--- config.mk ---
export PLATFORM = sky130hd
export DESIGN_NAME = mfr_div
export DESIGN_NICKNAME = d
export VERILOG_FILES = /design/src/rtl/core/mfr_pkg.sv /design/src/rtl/core/mfr_div.sv
export SDC_FILE = /design/constraint.sdc
export NUM_CORES = 1
export LEC_CHECK = 0
export BUFFER_PORTS_ARGS = -buffer_cell sky130_fd_sc_hd__buf_4
export CELL_PAD_IN_SITES_DETAIL_PLACEMENT = 1
export CELL_PAD_IN_SITES_GLOBAL_PLACEMENT = 2
export CORE_MARGIN = 2
export CORE_UTILIZATION = 31
export CTS_BUF_LIST = sky130_fd_sc_hd__clkbuf_16
export DETAILED_ROUTE_END_ITERATION = 8
export GPL_ROUTABILITY_DRIVEN = 0
export GPL_TIMING_DRIVEN = 0
export HOLD_SLACK_MARGIN = 0.05
export MAX_ROUTING_LAYER = met4
export PLACE_DENSITY = 0.8
export SETUP_SLACK_MARGIN = 0.5
export SYNTH_ARGS = -nofsm -noshare
export SYNTH_HDL_FRONTEND = slang
export SYNTH_SLANG_ARGS = --single-unit
export TNS_END_PERCENT = 30
--- constraint.sdc ---
create_clock -name clk -period 4.8 [get_ports clk]
set_input_delay 0.72 -clock clk [delete_from_list [all_inputs] [get_ports clk]]
set_output_delay 0.72 -clock clk [all_outputs]
set_load 0.005 [all_outputs]
--- src/rtl/core/mfr_pkg.sv ---
// ----------------------------------------------------------------------------
// mfr_pkg
// Shared widths, register indexes and types for the Muskingum flow router.
// ----------------------------------------------------------------------------
package mfr_pkg;

  localparam int FLOW_PORT_W = 32;
  localparam int CFG_DATA_W  = 32;
  localparam int CFG_IDX_W   = 2;
  localparam int TIME_W      = 32;
  localparam int WEIGHT_W    = 16;

  localparam logic [CFG_IDX_W-1:0] CFG_ROUTING_TIME  = 2'd0;
  localparam logic [CFG_IDX_W-1:0] CFG_WEIGHT_FACTOR = 2'd1;
  localparam logic [CFG_IDX_W-1:0] CFG_TIME_STEP     = 2'd2;

  localparam logic [TIME_W-1:0]   ROUTING_TIME_RST  = 32'd6553600;
  localparam logic [WEIGHT_W-1:0] WEIGHT_FACTOR_RST = 16'd13107;
  localparam logic [TIME_W-1:0]   TIME_STEP_RST     = 32'd65536;

  // x is limited to one half
  localparam logic [WEIGHT_W-1:0] WEIGHT_LIMIT = 16'd32768;

  // coefficient terms at a scale of 2^-32 s
  localparam int KF_SHIFT = 16;
  localparam int HD_SHIFT = 15;
  localparam int KX_W     = TIME_W + WEIGHT_W;
  localparam int HD_W     = TIME_W + HD_SHIFT;
  localparam int DEN_W    = TIME_W + KF_SHIFT + 1;

  // shared multiplier: signed operand x unsigned chunk
  localparam int CHUNK_BITS = 24;
  localparam int MULT_A_W   = TIME_W + 1;
  localparam int MULT_B_W   = CHUNK_BITS;

  typedef struct packed {
    logic busy;
    logic done;
  } div_stat_t;

endpackage

--- src/rtl/core/mfr_div.sv ---
// ----------------------------------------------------------------------------
// mfr_div
// Restoring divider, one quotient bit per cycle, for the routing coefficients.
// Returns |num|/den rounded half away from zero, sign reapplied.
// ----------------------------------------------------------------------------
module mfr_div #(
  parameter int DEN_W = 49,
  parameter int Q_W   = 18
) (
  input  logic                      clk,
  input  logic                      rst_n,
  input  logic                      start,
  input  logic [DEN_W:0]            num,
  input  logic [DEN_W-1:0]          den,
  output logic [Q_W-1:0]            coef,
  output mfr_pkg::div_stat_t        stat
);
  import mfr_pkg::*;

  localparam int R_W   = DEN_W + 1;
  localparam int CNT_W = $clog2(Q_W);

  logic             busy_r, busy_nxt;
  logic             done_r, done_nxt;
  logic [CNT_W-1:0] cnt_r, cnt_nxt;
  logic             neg_r, neg_nxt;
  logic [R_W-1:0]   den_r, den_nxt;
  logic [R_W-1:0]   rem_r, rem_nxt;
  logic [Q_W-1:0]   quo_r, quo_nxt;

  logic [R_W-1:0]   mag;
  logic             ge;
  logic [R_W-1:0]   diff;
  logic [Q_W:0]     rnd;
  logic [Q_W-1:0]   mag_q;

  assign mag  = num[DEN_W] ? (~num + 1'b1) : num;
  assign ge   = rem_r >= den_r;
  assign diff = ge ? (rem_r - den_r) : rem_r;
  assign rnd  = {1'b0, quo_r} + 1'b1;
  assign mag_q = rnd[Q_W:1];

  always_comb begin
    busy_nxt = busy_r;
    done_nxt = 1'b0;
    cnt_nxt  = cnt_r;
    neg_nxt  = neg_r;
    den_nxt  = den_r;
    rem_nxt  = rem_r;
    quo_nxt  = quo_r;
    if (start) begin
      busy_nxt = 1'b1;
      cnt_nxt  = '0;
      neg_nxt  = num[DEN_W];
      den_nxt  = R_W'(den);
      rem_nxt  = mag;
      quo_nxt  = '0;
    end else if (busy_r) begin
      // remainder stays below den, so the shift cannot overflow
      quo_nxt = {quo_r[Q_W-2:0], ge};
      rem_nxt = {diff[R_W-2:0], 1'b0};
      cnt_nxt = cnt_r + 1'b1;
      if (cnt_r == CNT_W'(Q_W - 1)) begin
        busy_nxt = 1'b0;
        done_nxt = 1'b1;
      end
    end
  end

  always_ff @(posedge clk) begin
    if (!rst_n) begin
      busy_r <= 1'b0;
      done_r <= 1'b0;
      cnt_r  <= '0;
    end else begin
      busy_r <= busy_nxt;
      done_r <= done_nxt;
      cnt_r  <= cnt_nxt;
    end
  end

  always_ff @(posedge clk) begin
    neg_r <= neg_nxt;
    den_r <= den_nxt;
    rem_r <= rem_nxt;
    quo_r <= quo_nxt;
  end

  assign coef      = neg_r ? (~mag_q + 1'b1) : mag_q;
  assign stat.busy = busy_r;
  assign stat.done = done_r;

endmodule
# --- Word level (Yosys, flattened, before mapping) ---
# Index checks and enable logic that the tools add are counted.
classes:
  n_addsub: 5
  magnitude_cmp: 1
  n_eq_ne: 1
  muxes: 9
  n_bitwise: 4
  reduce_logical: 3
ops:
  columns: ["cell", "n"]
  rows:
  - ["$mux W50", 3]
  - ["$add A50 B1 Y50 const B", 1]
  - ["$ge A50 B49 Y1", 1]
  - ["$not A50 Y50", 1]
  - ["$mux W49", 1]
  - ["$sub A49 B49 Y49", 1]
  - ["$add A18 B1 Y19 const B", 1]
  - ["$add A18 B1 Y18 const B", 1]
  - ["$mux W18", 1]
  - ["$not A18 Y18", 1]
  - ["$add A5 B1 Y5 const B", 1]
  - ["$eq A5 B5 Y1 const B", 1]
  - ["$mux W1", 4]
  - ["$reduce_or A3 Y1", 1]
  - ["$not A1 Y1", 2]
  - ["$reduce_bool A2 Y1", 1]
  - ["$reduce_or A2 Y1", 1]
word_totals:
  ff_bits: 125
  in_bits: 102
  out_inout_bits: 20
  wordCells: 30

# --- Depth between registers and ports, before layout ---
logic_depth:
  ltp_word: 4
  mapped_depth: 16
  depth_no_buf: 14

# --- Worst setup path after synthesis ---
# OpenSTA, ideal clock, no wires.
synth_path:
  path_type: "reg-to-reg"
  startpoint: "register rem_r[0]"
  endpoint: "register rem_r[36], data pin"
  setup_time_ns: 0.260
  t_arrival_ns: 3.310
  required_ns: 4.540
  slack_ns: 1.230
  path_stages_with_launch: 16
  path_buffers: 2
  period_less_slack_ns: 3.570
  cell_sequence: "edfxtp_1 > inv_1 > ha_1 > inv_1 > fa_1 > a21oi_1 > o21a_1 > o221ai_2 > a41oi_1 > o221ai_2 > a221oi_2 > o41a_1 > buf_2 > buf_2 > o21ai_0 > mux2_2"
synth_via:
  elab_chain_len: 4
  word_cells_on_any_way: 5
  classes_between: "1 x add/sub; 1 x order compare; 3 x mux"
synth_rtl:
  columns: ["item", "line_no", "rtl"]
  rows:
  - ["from (decl)", "mfr_div.sv:28", "logic [R_W-1:0] rem_r, rem_nxt;"]
  - ["from (signal assigned)", "mfr_div.sv:85", "rem_r <= rem_nxt;"]
  - ["$sub A49 B49 Y49 / $ge A50 B49 Y1 (equally long branches)", "mfr_div.sv:39, mfr_div.sv:38", null]
  - ["$mux W49 *", "mfr_div.sv:39", "assign diff = ge ? (rem_r - den_r) : rem_r;"]
  - ["$mux W50 *", "mfr_div.sv:58", "end else if (busy_r) begin"]
  - ["$mux W50 *", "mfr_div.sv:51", "if (start) begin"]
  - ["named net rem_nxt[36]", "mfr_div.sv:28", null]
# Mark *: on every way through the listed nets, which the timed path passes. The rest lies on a longest branch. The select of a mux whose other input is x is not followed.
# A chain may end at the register's enable or synchronous reset.

# --- Worst setup path after layout ---
layout_path:
  startpoint: "register rem_r[0]"
  endpoint: "register rem_r[31], data pin"
# The elaborated chain is that of the path after synthesis.

==> metrics <==
status finished clean; crit end category register; Worst Clk Skew 12.0 ps; Cell Area, Synth 9830 µm²; number of global-route vias before repair 9338; Worst EP required 4950 ps; clk root buf clkbuf_16; Final ANT Viol Nets 0; worst hold path class in2reg; Placed Instances 1635; Die Y 182 µm; most frequent cells in the layout buf_4, edfxtp_1, a21oi_1; largest family of logic cells by synthesized area compound AO/OA/AOI/OAI gates; Area Overhead vs Synth 21.7%; post-DP HPWL 25.0 mm; commonest non-fill, non-tap cell in the layout buf_4; Async SR Flop Fraction 0%; # diodes 0; syn_area_per_cell 8.84 µm²; NumNets Final 1411; Cell variety after synth 76; crit path DAT 4320 ps; Final Cycle Share 86.8%; DRT Wirelength 32.7 mm; GRT met2 Usage 33.8%; Die Area 33100 µm²; Congestion Overflow GR 0; Synth top area share 30.6%; setup_tns 0 ps; Synth Area in XOR/XNOR 11.4%; width of the die 182 µm; layout cells sized above 1 16.0%; fin crit period 4170 ps; mux cell area share after synthesis 2.89%; CTS HTree Levels 4; clock buffer depth 2; MaxCap Viol Count 0; Hold Buf Count CTS 0; Row Count 65; Initial DRT Pass Iterations 5; synth top area cells edfxtp_1, ha_1, xor2_1; filler cell count 3708; crit path max fanout 10; Worst-Margin Slew 891 ps; first-pass GRT wire length 51.8 mm; CTS tree yes; All-Layer GR Usage 20.6%; Yosys top cell by area edfxtp_1; via/cell ratio 5.35; Max VDD drop 293 µV; Pwr Total 5490 µW; Synth Area in Compound Gates 21.8%; number of synthesized register bits 125; TritonCTS Buffers 17; Max-slew headroom 40.6%; Post-Syn Nets 1268; largest net degree at the start of global routing 56; clk sinks 125; port bufs 121; part of the Yosys area used for sequential elements 35.7%; post-synthesis cell count 1111; DRC 0; CP Launch Type register; final cell count without fillers 1669; adder and majority gate portion of the synthesized area 7.08%; Synth Area in Simple Gates 15.6%; Final Max Slew Viols 0; met3 Usage GRT 2.87%; met1 Use GR 26.7%; crit path kind reg2reg; total number of yosys warnings 0; RSZ-0062 raised after global routing true; starting density of the core 31.3%; dominant synthesized flop cell edfxtp_1; DR vias 8935; P per Cell Area 459 nW/µm²; Leak 0.00479 µW; final setup fails 0; IO Pins 122; Worst-path clk slew 70 ps; clk_lat worst skew 440 ps; number of DRC markers in iteration 0 480; Fmax achieved 240 MHz; global-route layer with the greatest usage met2; initial antenna violation count 0; Fin. Hold Viols 0; Placeable Area 31400 µm²; DR WL/cell 19.6 µm; EDFF count, synth 100
## critical path, stage by stage, from the launching register on
cell and delay, ps:
edfxtp_1 380, inv_1 70, ha_1 170, inv_1 60, fa_1 420, a21oi_2 220
o21a_1 150, o221ai_2 210, a41oi_4 410, o221ai_4 190, a221oi_4 410, o41a_1 240
buf_4 210, buf_4 290, mux2i_2 320, o21ai_0 110
## per-layer routing
layer	share of wire [%]	vias to the layer above
li1	-	4336
met1	48	4405
met2	48	160
met3	3.1	34
met4	1.7	0
met5	0	-
## worst paths after layout
check	startpoint	to	slack (ps)	depth (start not counted)
setup / recovery	rem_r[0]	rem_r[31]	630	15
hold / removal	den[41]	den_r[41]	450	1
setup reg to reg	rem_r[0]	rem_r[31]	630	15
hold reg to reg	cnt_r[4]	cnt_r[4]	540	2
## cells by family (layout without fill, tap and decap cells)
family,after synthesis,in the layout
buffers and inverters,141,297
flip-flops,125,125
multiplexers,28,28
adder cells (fa/ha/maj),55,55
XOR/XNOR,128,128
AND/OR/NAND/NOR,311,311
AO/OA/AOI/OAI,323,323
## through the flow
stage                     util [%]  setup slack (ps)  area [µm²]  hold slack (ps)
after floorplan                  -              1230        9830              479
after global placement        35.8              55.5       11200              496
after detailed placement      35.9             -29.1       11300              509
after CTS                     37.9               439       11900              437
after global routing          38.1               449       12000              438
final                         38.1               633       12000              455
## flip-flops by register name, indices dropped and copies added, names as in the netlist
register / count
den_r: 49
quo_r: 18
rem_r: 50
done_r: 1
neg_r: 1
busy_r: 1
cnt_r: 5
## report_power, final
| group | switching, µW | total (µW) | internal [µW] |
|---|---|---|---|
| combinational | 1610 | 2630 | 1030 |
| clock | 581 | 1350 | 765 |
| sequential | 108 | 1510 | 1400 |
## synth_stat cells, types with 25 or more instances
library cell    n
a211oi_1       37
a21oi_1        94
clkbuf_1       50
dfxtp_1        25
edfxtp_1      100
ha_1           54
inv_1          73
mux2i_1        25
nand2_1        82
nor2_1         90
o21ai_0        60
xnor2_1        60
xor2_1         68
## area by class of cell
type | instances | area (µm²) | area share (%)
plain buffers | 67 | 289 | 2.42
clock buffers | 18 | 450 | 3.77
clock inverters | 14 | 145 | 1.21
inverters | 74 | 278 | 2.32
multi-input cells | 845 | 5850 | 48.9
flip-flops and latches | 125 | 3500 | 29.3
well taps | 402 | 503 | 4.21
repair buffers | 124 | 943 | 7.89
## timing repair
item / in CTS / in global routing
resized for setup: 7 / 19
pin swaps: 0 / 2
setup buffers: 0 / 2
setup endpoints to repair: 51 / 49
Power figures use the tool's default switching activity.
